==> src/rtl/core/assert_macros.svh <==
// assertion macros shared by the box overlap ratio rtl
`ifndef ASSERT_MACROS_SVH
`define ASSERT_MACROS_SVH

// same-cycle implication, sampled on clk, off while rst_n is low
`define BIOU_ASSERT_NOW(lbl, ante, cons, msg) \
  lbl: assert property (@(posedge clk) disable iff (!rst_n) (ante) |-> (cons)) \
    else $error(msg);

// next-cycle implication, sampled on clk, off while rst_n is low
`define BIOU_ASSERT_NEXT(lbl, ante, cons, msg) \
  lbl: assert property (@(posedge clk) disable iff (!rst_n) (ante) |=> (cons)) \
    else $error(msg);

`endif

==> src/rtl/core/biou_pkg.sv <==
// shared widths, payload types and corner helpers for the box overlap ratio core
package biou_pkg;

  localparam int COORD_W   = 16;              // input field width
  localparam int FRAC_BITS = 15;              // fraction bits of the ratio
  localparam int RATIO_W   = 16;              // output ratio width
  localparam int CORNER_W  = COORD_W + 3;     // signed doubled corner
  localparam int OVL_W     = COORD_W + 1;     // doubled overlap length
  localparam int INTER_W   = 2 * OVL_W;       // intersection area (x4)
  localparam int AREA_W    = 2 * COORD_W + 2; // box area (x4)
  localparam int UNI_W     = AREA_W + 1;      // union area (x4)
  localparam int REM_W     = UNI_W;           // divider remainder
  localparam int QUOT_W    = FRAC_BITS + 1;   // ratio never exceeds 1.0

  localparam logic [QUOT_W-1:0]  QUOT_ONE  = QUOT_W'(1) << FRAC_BITS;
  localparam logic [RATIO_W-1:0] RATIO_MAX = {RATIO_W{1'b1}};

  typedef logic [COORD_W-1:0]         coord_t;
  typedef logic signed [CORNER_W-1:0] corner_t;

  // one box pair, first field in the highest bits
  typedef struct packed {
    coord_t b_height;
    coord_t b_width;
    coord_t b_center_y;
    coord_t b_center_x;
    coord_t a_height;
    coord_t a_width;
    coord_t a_center_y;
    coord_t a_center_x;
  } biou_pair_t;

  // areas handed from the geometry front end to the divider
  typedef struct packed {
    logic               degen;
    logic [UNI_W-1:0]   uni;
    logic [INTER_W-1:0] inter;
  } biou_frac_t;

  // divider result
  typedef struct packed {
    logic              degen;
    logic [QUOT_W-1:0] quot;
  } biou_quot_t;

  // doubled low corner: 2*c - s
  function automatic corner_t corner_lo(coord_t c, coord_t s);
    return $signed({2'b00, c, 1'b0}) - $signed({3'b000, s});
  endfunction

  // doubled high corner: 2*c + s
  function automatic corner_t corner_hi(coord_t c, coord_t s);
    return $signed({2'b00, c, 1'b0}) + $signed({3'b000, s});
  endfunction

  // overlap of two doubled intervals, clamped at zero
  function automatic logic [OVL_W-1:0] overlap(corner_t alo, corner_t ahi,
                                               corner_t blo, corner_t bhi);
    corner_t                   hi;
    corner_t                   lo;
    logic signed [CORNER_W:0]  d;
    hi = (ahi < bhi) ? ahi : bhi;
    lo = (alo > blo) ? alo : blo;
    d  = {hi[CORNER_W-1], hi} - {lo[CORNER_W-1], lo};
    return (d > 0) ? OVL_W'(d) : '0;
  endfunction

endpackage

==> src/rtl/core/biou_div.sv <==
// pipelined restoring divider, one quotient bit per stage
`include "assert_macros.svh"

module biou_div (
  input  logic                 clk,
  input  logic                 rst_n,
  input  logic                 in_valid,
  output logic                 in_ready,
  input  biou_pkg::biou_frac_t in_frac,
  output logic                 out_valid,
  input  logic                 out_ready,
  output biou_pkg::biou_quot_t out_quot
);
  import biou_pkg::*;

  logic [QUOT_W:0]    en;
  logic               v_r     [QUOT_W];
  logic [REM_W-1:0]   rem_r   [QUOT_W];
  logic [UNI_W-1:0]   den_r   [QUOT_W];
  logic [QUOT_W-1:0]  q_r     [QUOT_W];
  logic               degen_r [QUOT_W];

  assign en[QUOT_W] = out_ready;
  assign in_ready   = en[0];

  for (genvar s = 0; s < QUOT_W; s++) begin : g_stage
    logic              src_v;
    logic [REM_W:0]    src_x;
    logic [UNI_W-1:0]  src_den;
    logic [QUOT_W-1:0] src_q;
    logic              src_degen;
    logic              ge;
    logic [REM_W:0]    diff;
    logic [REM_W-1:0]  rem_nxt;
    logic [QUOT_W-1:0] q_nxt;

    // first stage takes the dividend as is, later ones the doubled remainder
    if (s == 0) begin : g_first
      assign src_v     = in_valid;
      assign src_x     = (REM_W + 1)'(in_frac.inter);
      assign src_den   = in_frac.uni;
      assign src_q     = '0;
      assign src_degen = in_frac.degen;
    end else begin : g_next
      assign src_v     = v_r[s-1];
      assign src_x     = {rem_r[s-1], 1'b0};
      assign src_den   = den_r[s-1];
      assign src_q     = q_r[s-1];
      assign src_degen = degen_r[s-1];
    end

    // compare and subtract
    assign diff    = src_x - (REM_W + 1)'(src_den);
    assign ge      = (src_x >= (REM_W + 1)'(src_den));
    assign rem_nxt = ge ? diff[REM_W-1:0] : src_x[REM_W-1:0];
    assign q_nxt   = {src_q[QUOT_W-2:0], ge};

    assign en[s] = !v_r[s] || en[s+1];

    always_ff @(posedge clk) begin
      if (!rst_n) begin
        v_r[s] <= 1'b0;
      end else if (en[s]) begin
        v_r[s] <= src_v;
      end
    end

    always_ff @(posedge clk) begin
      if (en[s]) begin
        rem_r[s]   <= rem_nxt;
        den_r[s]   <= src_den;
        q_r[s]     <= q_nxt;
        degen_r[s] <= src_degen;
      end
    end
  end

  assign out_valid      = v_r[QUOT_W-1];
  assign out_quot.quot  = q_r[QUOT_W-1];
  assign out_quot.degen = degen_r[QUOT_W-1];

  // intersection never exceeds union, so the quotient stays at or below one
  `BIOU_ASSERT_NOW(a_quot_at_most_one, v_r[QUOT_W-1] && !degen_r[QUOT_W-1],
                   q_r[QUOT_W-1] <= QUOT_ONE, "quotient above 1.0")

  // a held result in the last stage stays put
  `BIOU_ASSERT_NEXT(a_last_stage_holds, v_r[QUOT_W-1] && !out_ready,
                    v_r[QUOT_W-1] && $stable(q_r[QUOT_W-1]), "stalled quotient changed")

endmodule
==> config.mk <==
export PLATFORM = sky130hd
export DESIGN_NAME = biou_div
export DESIGN_NICKNAME = d
export VERILOG_FILES = /design/src/rtl/core/biou_pkg.sv /design/src/rtl/core/biou_div.sv
export VERILOG_INCLUDE_DIRS = /design/src /design/src/rtl/core
export SDC_FILE = /design/constraint.sdc
export NUM_CORES = 2
export LEC_CHECK = 0
export ABC_AREA = 0
export BUFFER_PORTS_ARGS = -buffer_cell sky130_fd_sc_hd__buf_2
export CORE_UTILIZATION = 50
export DETAILED_ROUTE_END_ITERATION = 10
export PLACE_DENSITY = 0.66
export SYNTH_ARGS = -nofsm -noshare
export SYNTH_HDL_FRONTEND = slang
export SYNTH_SLANG_ARGS = --single-unit
==> constraint.sdc <==
create_clock -name clk -period 14.35 [get_ports clk]
set_clock_uncertainty 0.15 [all_clocks]
set_input_delay 0.7175 -clock clk [delete_from_list [all_inputs] [get_ports clk]]
set_output_delay 0.7175 -clock clk [all_outputs]
set_load 0.01 [all_outputs]
==> flow_metrics.env <==
export IMPL_run_status="finished, final reports clean"
export IMPL_cts_root_buffer="clkbuf_16"
export IMPL_synthCells=6448
export IMPL_die_w_um=378
export IMPL_worst_ep_required_time_ps=13480
export IMPL_layout_drive_gt1_share=0.0852
export IMPL_hold_path_startpoint="in_frac[14]"
export IMPL_clkSlewWorstSetupHoldPaths_ps=50
export IMPL_dpl_cell_count=8312
export IMPL_slew_headroom=0.222
export IMPL_ant_nets=0
export IMPL_worst_r2r_cell_count=13
export IMPL_final_cell_mix="1217 x edfxtp_1, 703 x inv_1, 610 x a21oi_1"
export IMPL_initial_utilization=0.505
export IMPL_coreArea_sq_mm=0.140
export IMPL_worstHoldEndpoint="rem_r[0][14]"
export IMPL_die_h_um=378
export IMPL_portBuffers=92
export IMPL_post_route_period_util=0.392
export IMPL_whs_path_depth=3
export IMPL_die_area_sq_mm=0.143
export IMPL_fin_area_sq_mm=0.0780
export IMPL_crit_type="flop to output pin"
export IMPL_syn_area_per_cell_sq_um=10.9
export IMPL_min_period_ps=5630
export IMPL_rsz0062_at_grt="false"
export IMPL_slew_viol_final=0
export IMPL_synth_seq_area_share=0.518
export IMPL_mappedNetlistNets=7095
export IMPL_dp_hpwl_um=111000
export IMPL_synthXorXnorAreaFrac=0.0550
export IMPL_min_path_type="primary input to flop"
export IMPL_antenna_found_initial=1
export IMPL_overflow=0
export IMPL_post_route_drc_count=0
export IMPL_max_cap_violations=0
export IMPL_synth_top_family_by_area="compound AO/OA/AOI/OAI gates"
export IMPL_setup_viol=0
export IMPL_critPathCaptureType="output pin"
export IMPL_synth_compound_area_frac=0.151
export IMPL_wl_per_cell_um=16.7
export IMPL_drt_wl_total_um=143000
export IMPL_hold_viol=0
export IMPL_placed_area_sq_mm=0.0732
export IMPL_grt_total_usage=0.201
export IMPL_vias=47200
export IMPL_pwr_share_clk=0.195
export IMPL_clock_latency_ps=760
export IMPL_mostFrequentLayoutCell="edfxtp_1"
export IMPL_drtIter0Drc=2140
export IMPL_p_int_mw=11.0
export IMPL_cts_tree="yes"
export IMPL_final_nets=7263
export IMPL_synthAdderAreaFrac=0.103
export IMPL_worst_path_most_repeated_cell="nor2_1"
export IMPL_p_comb_frac=0.462
export IMPL_synthMuxAreaShare=0.0300
export IMPL_whs_ps=103
export IMPL_synth_main_ff_cell="edfxtp_1"
export IMPL_slowest_delay_ps=540
export IMPL_yosys_warnings=0
export IMPL_path_cells="nor2b_1, nand2_4, nor2_1, and2_1, and3_1, and3_1, inv_2, nor2_1, inv_2, nor2_1, nand2_4, buf_2"
export IMPL_async_flop_share=0
export IMPL_first_pass_iters=7
export IMPL_ios=93
export IMPL_cts_sinks=1218
export IMPL_start_kind="flop"
export IMPL_synth_area_sq_mm=0.0705
export IMPL_crit_slowest_cell="nor2_1"
export IMPL_synth_edf_count=1217
export IMPL_grt_pass1_vias=48100
export IMPL_synth_simple_gate_area_share=0.0965
export IMPL_routed_via_density=5.48
export IMPL_cellLeakagePower_nw=33.4
export IMPL_area_growth_pct=10.6
export IMPL_ys_ff_latch=1218
export IMPL_worst_r2r_setup_slack_ps=9200
export IMPL_yosysUniqueCellTypes=81
export IMPL_final_cells=8603
export IMPL_crit_fanout=27
export IMPL_p_sw_mw=6.38
export IMPL_switching_share=0.367
export IMPL_cp_arrival_ps=4760
export IMPL_cts_made_buffers=142
export IMPL_fmax_mhz=178
export IMPL_peakVddDrop_mv=0.125
export IMPL_cts_max_level=4
export IMPL_clockBufferDepth=3
export IMPL_grt_max_degree=83
export IMPL_fin_setup_tns_ps=0
export IMPL_startpoint="v_r[1][7]"
export IMPL_worst_pin_slew_ps=1170
export IMPL_routabilityCongestion=0.938
export IMPL_power_frac_seq=0.342
export IMPL_cellPowerDensity_mw_per_mm2=223
export IMPL_grt_pass1_wl_um=231000
export IMPL_r2r_end="rem_r[1][68]"
export IMPL_r2r_start="rem_r[1][1]"
export IMPL_fp_row_count=137
worst max path at each step:
stage,end,slack (ps)
2_1_floorplan,in_ready,4590
3_3_place_gp,rem_r[0][2],8980
3_5_place_dp,rem_r[0][4],8830
4_1_cts,in_ready,8640
5_1_grt,in_ready,8340
6_report,in_ready,8720
through the flow:
step / power (mW) / worst slack [ps] / utilization
3_5_place_dp: 13.9 / 8830 / 0.524
6_report: 17.4 / 8720 / 0.558
3_3_place_gp: 13.8 / 8980 / 0.524
5_1_grt: 18.6 / 8340 / 0.558
4_1_cts: 17.4 / 8640 / 0.558
2_1_floorplan: 12.1 / 4590 / -
routing by layer:
layer  wire [um]  GRT usage
met1       52200      0.189
met2       77400      0.398
met3        4140     0.0278
met4        9510      0.128
met5           0          0
kinds of logic after synthesis:
logic type	Yosys count
AOI/OAI and AO/OA	1733
and+or+nand+nor	1445
DFF	1218
buffers and inverters	847
adders and majority gates	573
xor gates and xnor gates	443
muxes	189
repair_timing:
item,CTS,global route
hold buffers,36,0
hold endpoints to repair,36,0
resized for setup,0,0
buffers inserted,0,0
power groups by stage:
stage | registers [mW] | clock network, mW | logic (mW)
6_report | 5.95 | 3.40 | 8.04
3_3_place_gp | 5.99 | 0 | 7.80
2_1_floorplan | 5.83 | 0 | 6.31
4_1_cts | 5.95 | 3.49 | 8.01
5_1_grt | 6.07 | 3.62 | 8.94
3_5_place_dp | 6.01 | 0 | 7.94
state kept, by name, indices dropped and copies added, names as in the netlist:
signal	count
v_r	16
q_r	136
rem_r	525
den_r	525
degen_r	16
final cells by class:
| type | count | area (sq um) |
|---|---|---|
| timing repair buffer | 160 | 1060 |
| fill | 11700 | 61700 |
| inverter | 711 | 2670 |
| clock inverter | 75 | 673 |
| multi-input combinational | 4383 | 30900 |
| antenna | 2 | 5.00 |
| sequential | 1218 | 36600 |
| tap | 1876 | 2350 |
| clock buffer | 178 | 3730 |
Yosys cell counts, types with 8 or more instances:
master     count  area share
or2_2         25      0.0022
mux2i_1        8      0.0011
a2111oi_0     12      0.0015
and2_1        36      0.0032
and4_1        13      0.0016
xnor2_1      264       0.033
o31a_1        10      0.0012
nand4_1       68      0.0060
nand2b_1      55      0.0049
nand2_1      439       0.023
a31o_2        14      0.0017
a211oi_1      41      0.0044
o21bai_1      48      0.0051
nor4_1        22      0.0020
o31ai_1       38      0.0040
nand3_1      104      0.0074
a21oi_1      611       0.043
a21o_1       260       0.028
inv_1        710       0.038
ha_1         558       0.099
nor2b_1       76      0.0067
a41oi_1        9      0.0011
buf_1         12     0.00064
o21a_1        69      0.0073
a21boi_0      18      0.0019
a311oi_1      11      0.0014
and3_1        67      0.0059
clkbuf_1     117      0.0062
a211o_1        9      0.0011
a221o_1        9      0.0013
a221oi_1      12      0.0015
nor2_1       410       0.022
nor3_1        67      0.0048
xor2_1       179       0.022
o21ai_0      403       0.029
a31oi_1       50      0.0044
fa_1          15      0.0043
edfxtp_1    1217        0.52
o211ai_1      26      0.0028
o2111ai_1     16      0.0020
nand3b_1       9     0.00096
mux2_2       179       0.029
or3_1         27      0.0024
critical path: cells and delay by family (launching register included):
kind | cells | cell delay [ps]
buffers and inverters | 3 | 620
DFF | 1 | 330
and+or+nand+nor | 9 | 3040
No activity file was read; power rests on OpenSTA's default activity.
