--- src/rtl/core/assert_macros.svh ---
// assertion macros shared by the box overlap ratio rtl
`ifndef ASSERT_MACROS_SVH
`define ASSERT_MACROS_SVH

// same-cycle implication, sampled on clk, off while rst_n is low
`define BIOU_ASSERT_NOW(lbl, ante, cons, msg) \
  lbl: assert property (@(posedge clk) disable iff (!rst_n) (ante) |-> (cons)) \
    else $error(msg);

// next-cycle implication, sampled on clk, off while rst_n is low
`define BIOU_ASSERT_NEXT(lbl, ante, cons, msg) \
  lbl: assert property (@(posedge clk) disable iff (!rst_n) (ante) |=> (cons)) \
    else $error(msg);

`endif

--- src/rtl/core/biou_pkg.sv ---
// shared widths, payload types and corner helpers for the box overlap ratio core
package biou_pkg;

  localparam int COORD_W   = 16;              // input field width
  localparam int FRAC_BITS = 15;              // fraction bits of the ratio
  localparam int RATIO_W   = 16;              // output ratio width
  localparam int CORNER_W  = COORD_W + 3;     // signed doubled corner
  localparam int OVL_W     = COORD_W + 1;     // doubled overlap length
  localparam int INTER_W   = 2 * OVL_W;       // intersection area (x4)
  localparam int AREA_W    = 2 * COORD_W + 2; // box area (x4)
  localparam int UNI_W     = AREA_W + 1;      // union area (x4)
  localparam int REM_W     = UNI_W;           // divider remainder
  localparam int QUOT_W    = FRAC_BITS + 1;   // ratio never exceeds 1.0

  localparam logic [QUOT_W-1:0]  QUOT_ONE  = QUOT_W'(1) << FRAC_BITS;
  localparam logic [RATIO_W-1:0] RATIO_MAX = {RATIO_W{1'b1}};

  typedef logic [COORD_W-1:0]         coord_t;
  typedef logic signed [CORNER_W-1:0] corner_t;

  // one box pair, first field in the highest bits
  typedef struct packed {
    coord_t b_height;
    coord_t b_width;
    coord_t b_center_y;
    coord_t b_center_x;
    coord_t a_height;
    coord_t a_width;
    coord_t a_center_y;
    coord_t a_center_x;
  } biou_pair_t;

  // areas handed from the geometry front end to the divider
  typedef struct packed {
    logic               degen;
    logic [UNI_W-1:0]   uni;
    logic [INTER_W-1:0] inter;
  } biou_frac_t;

  // divider result
  typedef struct packed {
    logic              degen;
    logic [QUOT_W-1:0] quot;
  } biou_quot_t;

  // doubled low corner: 2*c - s
  function automatic corner_t corner_lo(coord_t c, coord_t s);
    return $signed({2'b00, c, 1'b0}) - $signed({3'b000, s});
  endfunction

  // doubled high corner: 2*c + s
  function automatic corner_t corner_hi(coord_t c, coord_t s);
    return $signed({2'b00, c, 1'b0}) + $signed({3'b000, s});
  endfunction

  // overlap of two doubled intervals, clamped at zero
  function automatic logic [OVL_W-1:0] overlap(corner_t alo, corner_t ahi,
                                               corner_t blo, corner_t bhi);
    corner_t                   hi;
    corner_t                   lo;
    logic signed [CORNER_W:0]  d;
    hi = (ahi < bhi) ? ahi : bhi;
    lo = (alo > blo) ? alo : blo;
    d  = {hi[CORNER_W-1], hi} - {lo[CORNER_W-1], lo};
    return (d > 0) ? OVL_W'(d) : '0;
  endfunction

endpackage

--- src/rtl/core/biou_geom.sv ---
// geometry front end: corners, overlaps, areas and union in four stages
`include "assert_macros.svh"

module biou_geom (
  input  logic                clk,
  input  logic                rst_n,
  input  logic                in_valid,
  output logic                in_ready,
  input  biou_pkg::biou_pair_t in_pair,
  output logic                out_valid,
  input  logic                out_ready,
  output biou_pkg::biou_frac_t out_frac
);
  import biou_pkg::*;

  // stage enables, a stage moves when empty or when the next one moves
  logic en1, en2, en3, en4;

  logic s1_v_r, s2_v_r, s3_v_r, s4_v_r;

  // stage 1: doubled corners
  corner_t ax_lo_r, ax_hi_r, bx_lo_r, bx_hi_r;
  corner_t ay_lo_r, ay_hi_r, by_lo_r, by_hi_r;
  coord_t  s1_aw_r, s1_ah_r, s1_bw_r, s1_bh_r;

  // stage 2: overlap lengths
  logic [OVL_W-1:0] iw_r, ih_r;
  coord_t           s2_aw_r, s2_ah_r, s2_bw_r, s2_bh_r;

  // stage 3: areas
  logic [INTER_W-1:0]   s3_inter_r;
  logic [AREA_W-1:0]    area_a_r, area_b_r;
  logic [2*COORD_W-1:0] prod_a_nxt, prod_b_nxt;

  // stage 4: union
  logic [INTER_W-1:0] s4_inter_r;
  logic [UNI_W-1:0]   s4_uni_r, uni_nxt;
  logic               s4_degen_r;

  assign en4 = !s4_v_r || out_ready;
  assign en3 = !s3_v_r || en4;
  assign en2 = !s2_v_r || en3;
  assign en1 = !s1_v_r || en2;
  assign in_ready = en1;

  // valid bits
  always_ff @(posedge clk) begin
    if (!rst_n) begin
      s1_v_r <= 1'b0;
      s2_v_r <= 1'b0;
      s3_v_r <= 1'b0;
      s4_v_r <= 1'b0;
    end else begin
      if (en1) s1_v_r <= in_valid;
      if (en2) s2_v_r <= s1_v_r;
      if (en3) s3_v_r <= s2_v_r;
      if (en4) s4_v_r <= s3_v_r;
    end
  end

  // stage 1 payload
  always_ff @(posedge clk) begin
    if (en1) begin
      ax_lo_r <= corner_lo(in_pair.a_center_x, in_pair.a_width);
      ax_hi_r <= corner_hi(in_pair.a_center_x, in_pair.a_width);
      bx_lo_r <= corner_lo(in_pair.b_center_x, in_pair.b_width);
      bx_hi_r <= corner_hi(in_pair.b_center_x, in_pair.b_width);
      ay_lo_r <= corner_lo(in_pair.a_center_y, in_pair.a_height);
      ay_hi_r <= corner_hi(in_pair.a_center_y, in_pair.a_height);
      by_lo_r <= corner_lo(in_pair.b_center_y, in_pair.b_height);
      by_hi_r <= corner_hi(in_pair.b_center_y, in_pair.b_height);
      s1_aw_r <= in_pair.a_width;
      s1_ah_r <= in_pair.a_height;
      s1_bw_r <= in_pair.b_width;
      s1_bh_r <= in_pair.b_height;
    end
  end

  // stage 2 payload
  always_ff @(posedge clk) begin
    if (en2) begin
      iw_r    <= overlap(ax_lo_r, ax_hi_r, bx_lo_r, bx_hi_r);
      ih_r    <= overlap(ay_lo_r, ay_hi_r, by_lo_r, by_hi_r);
      s2_aw_r <= s1_aw_r;
      s2_ah_r <= s1_ah_r;
      s2_bw_r <= s1_bw_r;
      s2_bh_r <= s1_bh_r;
    end
  end

  // stage 3: three multipliers in parallel
  assign prod_a_nxt = s2_aw_r * s2_ah_r;
  assign prod_b_nxt = s2_bw_r * s2_bh_r;

  always_ff @(posedge clk) begin
    if (en3) begin
      s3_inter_r <= iw_r * ih_r;
      area_a_r   <= {prod_a_nxt, 2'b00};
      area_b_r   <= {prod_b_nxt, 2'b00};
    end
  end

  // stage 4: union = a + b - inter, cannot wrap since inter <= min area
  assign uni_nxt = UNI_W'(area_a_r) + UNI_W'(area_b_r) - UNI_W'(s3_inter_r);

  always_ff @(posedge clk) begin
    if (en4) begin
      s4_inter_r <= s3_inter_r;
      s4_uni_r   <= uni_nxt;
      s4_degen_r <= (uni_nxt == '0);
    end
  end

  assign out_valid      = s4_v_r;
  assign out_frac.inter = s4_inter_r;
  assign out_frac.uni   = s4_uni_r;
  assign out_frac.degen = s4_degen_r;

  // an empty union leaves no intersection behind
  `BIOU_ASSERT_NOW(a_empty_union_no_inter, s4_v_r && s4_degen_r, s4_inter_r == '0,
                   "zero union with nonzero intersection")

endmodule

--- config.mk ---
export PLATFORM = sky130hd
export DESIGN_NAME = biou_geom
export DESIGN_NICKNAME = d
export VERILOG_FILES = /design/src/rtl/core/biou_pkg.sv /design/src/rtl/core/biou_geom.sv
export VERILOG_INCLUDE_DIRS = /design/src /design/src/rtl/core
export SDC_FILE = /design/constraint.sdc
export NUM_CORES = 2
export LEC_CHECK = 0
export BUFFER_PORTS_ARGS = -buffer_cell sky130_fd_sc_hd__buf_2
export CELL_PAD_IN_SITES_DETAIL_PLACEMENT = 1
export CELL_PAD_IN_SITES_GLOBAL_PLACEMENT = 1
export CORE_ASPECT_RATIO = 0.9
export CORE_MARGIN = 1.5
export CORE_UTILIZATION = 51
export CTS_CLUSTER_DIAMETER = 150
export CTS_CLUSTER_SIZE = 24
export DETAILED_ROUTE_END_ITERATION = 16
export PLACE_DENSITY = 0.92
export SYNTH_ARGS = -nofsm -noshare
export SYNTH_HDL_FRONTEND = slang
export SYNTH_SLANG_ARGS = --single-unit
--- constraint.sdc ---
create_clock -name clk -period 9.5 [get_ports clk]
set_clock_uncertainty 0.05 [all_clocks]
set_input_delay 0.95 -clock clk [delete_from_list [all_inputs] [get_ports clk]]
set_output_delay 0.95 -clock clk [all_outputs]
set_load 0.02 [all_outputs]
==> reports/results.ini <==
[detailed_routing]
vias = 39275
first_pass_iters = 5
drt_iter0_markers = 3481
wirelength_um = 166400
antenna_violating_nets_post_route = 0
routedWlPerCell_um = 24.68
remaining_drc_errors = 0
via_per_inst = 5.825

[cells_and_area]
layout-drive-gt1-share = 0.05203
mostFrequentLayoutCell = inv_1
syn_to_final_growth_pct = 5.716
final_cell_mix = 1095 x inv_1, 654 x fa_1, 577 x ha_1
multi_input_comb_area_um2 = 33810
fillCellCount = 11486
nNetsFinal = 6732
seqCellArea_um2 = 14040
final_cells = 6743

[worst_setup_path]
worstPathCellList = nand2_1, fa_1, fa_1, fa_1, inv_1, fa_1, fa_1, inv_1, fa_1, inv_1, ha_1, a21o_1, a21oi_1, o21ai_0, a211oi_1, nor4_1, o31a_1, o41ai_1, o21ai_0, a21oi_1, xnor2_1
crit_arrival_ns = 8.15
path_common_cell = fa_1
cp-start-kind = flop
cp-end-kind = flop
crit_family = adder cells
cpMaxStageDelayCell = edfxtp_1
crit_type = reg -> reg
cp_num_buf_inv = 3
crit_fanout = 17
required_ns = 9.82
critPathMaxStageDelay_ns = 1.10

[synthesis]
synth_ff_type = edfxtp_1
postSynthCellCount = 5278
syn_avg_cell_area_um2 = 9.949
synth_area_um2 = 52510
synth_enable_flop_cells = 465
synth_seq_cells = 469
yosysWarnings = 0
synth_cell_type_count = 73
async_flop_share = 0
synth_nets = 6641
synth_seq_area_share = 0.2674

[grt]
grt_pass1_vias = 44424
gr-total-overflow = 0
grt_pass1_wl_um = 257000
track_usage = 0.3198
antenna_found_initial = 9
grt_max_degree = 158

[clocking]
clk_latency_ns = 0.65
clkTransAtPathRegs_ns = 0.11
cts_setup_buffers = 0
cts.sink_count = 469
cts-root-buf = clkbuf_16
cts_max_level = 1
cts_resized = 0
cts-hold-fix-buffers = 0
cts_buffers = 24
cts_buffer_depth = 3
cts_tree = built

[placement]
dp_hpwl_um = 135900
numPortBuffers = 203
gp_congestion = 0.9047
placed_cells = 6699

[status]
status = finished, final reports clean

[timing]
slew_headroom = 0.2023
layout_min_cycle_time_ns = 7.828
rsz0062_at_grt = no
timing_hold_violations_final = 0
fin_setup_tns_ns = 0
setup_viol = 0
max_slew.worst_pin.slew_ns = 1.166
finalMaxSlewViolations = 0
clock.fmax_mhz = 127.8
post-route-period-util = 0.8240

[floorplan]
rows = 111
start_util = 0.5151
die-width_um = 341.2
chipHeight_um = 307.4
ios = 204
die_area_um2 = 104900
core_um2 = 101900

[job]
maxCapViolations = 0

[worst_hold_path]
worstHoldPathType = reg -> reg

-- worst reg2reg max path, cell delays in order (launching register included) --
cell and delay (ns):
edfxtp_1 1.10, nand2_1 0.20, fa_1 0.55, fa_1 0.48, fa_1 0.54, inv_1 0.06, fa_1 0.50, fa_1 0.49
inv_1 0.05, fa_1 0.48, inv_1 0.04, ha_1 0.35, a21o_1 0.21, a21oi_1 0.28, o21ai_0 0.23, a211oi_1 0.39
nor4_1 0.15, o31a_1 0.29, o41ai_1 0.61, o21ai_0 0.20, a21oi_1 0.21, xnor2_1 0.08
-- cell families after synthesis --
group / Yosys count / share of synthesized area
multiplexers: 21 / 0.004027
AO/OA/AOI/OAI: 656 / 0.08023
adder cells (fa/ha/maj): 1231 / 0.3868
flip-flops: 469 / 0.2674
AND/OR/NAND/NOR: 1419 / 0.1330
XOR/XNOR: 235 / 0.03920
buffers and inverters: 1247 / 0.08935
-- final timing paths --
kind	startpoint	end	slack (ns)	cells after the start
max	iw_r[13]	s3_inter_r[33]	1.67	21
min	s1_aw_r[1]	s2_aw_r[1]	0.38	0
max reg2reg	iw_r[13]	s3_inter_r[33]	1.67	21
min reg2reg	s1_aw_r[1]	s2_aw_r[1]	0.38	0
-- metrics by stage --
step           utilization  area [µm²]  setup slack (ns)  hold WS [ns]
2_1_floorplan            -       52510             2.804        0.3503
3_3_place_gp        0.5375       54790             2.327        0.3505
3_5_place_dp        0.5375       54790             2.009        0.3556
4_1_cts             0.5444       55500             1.879        0.3801
5_1_grt             0.5444       55500             1.459        0.3899
6_report            0.5446       55510             1.672        0.3803
-- cell type report --
cell class | instances | share of cell area
Antenna cell | 5 | 0.0002254
Clock buffer | 34 | 0.01149
Clock inverter | 5 | 0.001307
Inverter | 1097 | 0.07422
Multi-Input combinational cell | 3562 | 0.6091
Sequential cell | 469 | 0.2530
Tap cell | 1356 | 0.03056
Timing Repair Buffer | 215 | 0.02015
-- flip-flops by register name (all words and copies together), names as in the netlist, 18 cells and up --
signal and flops:
ay_lo_r 18, area_b_r 32, ax_lo_r 18, s4_inter_r 34, s4_uni_r 34, by_lo_r 18, area_a_r 32, s3_inter_r 34
bx_lo_r 18
-- cell usage after synthesis, drive strengths merged, types with 6 or more instances --
cell type	count	area share
nor3	61	0.0058
nand3	49	0.0047
a221oi	6	0.0010
nor3b	12	0.0017
o22ai	7	0.00095
a211oi	17	0.0024
o21ai	128	0.012
nand2	538	0.038
o21bai	55	0.0079
o221ai	6	0.0010
nor2	203	0.015
a21o	62	0.0089
o2111ai	9	0.0015
xor2	57	0.0095
xnor2	178	0.030
and3	29	0.0035
nor4	12	0.0017
a2111oi	14	0.0026
a41o	8	0.0015
o21a	44	0.0063
nor2b	46	0.0055
mux2i	20	0.0038
and2	382	0.046
o211ai	13	0.0019
nand2b	18	0.0021
nand4	19	0.0023
edfxtp	465	0.27
o41ai	8	0.0013
or2	13	0.0015
a31oi	18	0.0021
ha	577	0.14
buf	11	0.0010
a311oi	8	0.0013
a21oi	205	0.020
o31ai	12	0.0017
clkbuf	139	0.0099
inv	1097	0.078
fa	654	0.25
or3	12	0.0016
-- per-layer routing --
layer / vias up / part of all wire / track usage
li1: 17020 / - / -
met1: 19970 / 0.39 / 0.3921
met3: 479 / 0.077 / 0.05969
met2: 1798 / 0.49 / 0.5469
met4: 8 / 0.052 / 0.1472
met5: - / 0.00031 / 0
Power is left out: the tool's default activity adds up to more than one toggle a clock period on the data nets, which glitch-free logic cannot reach.
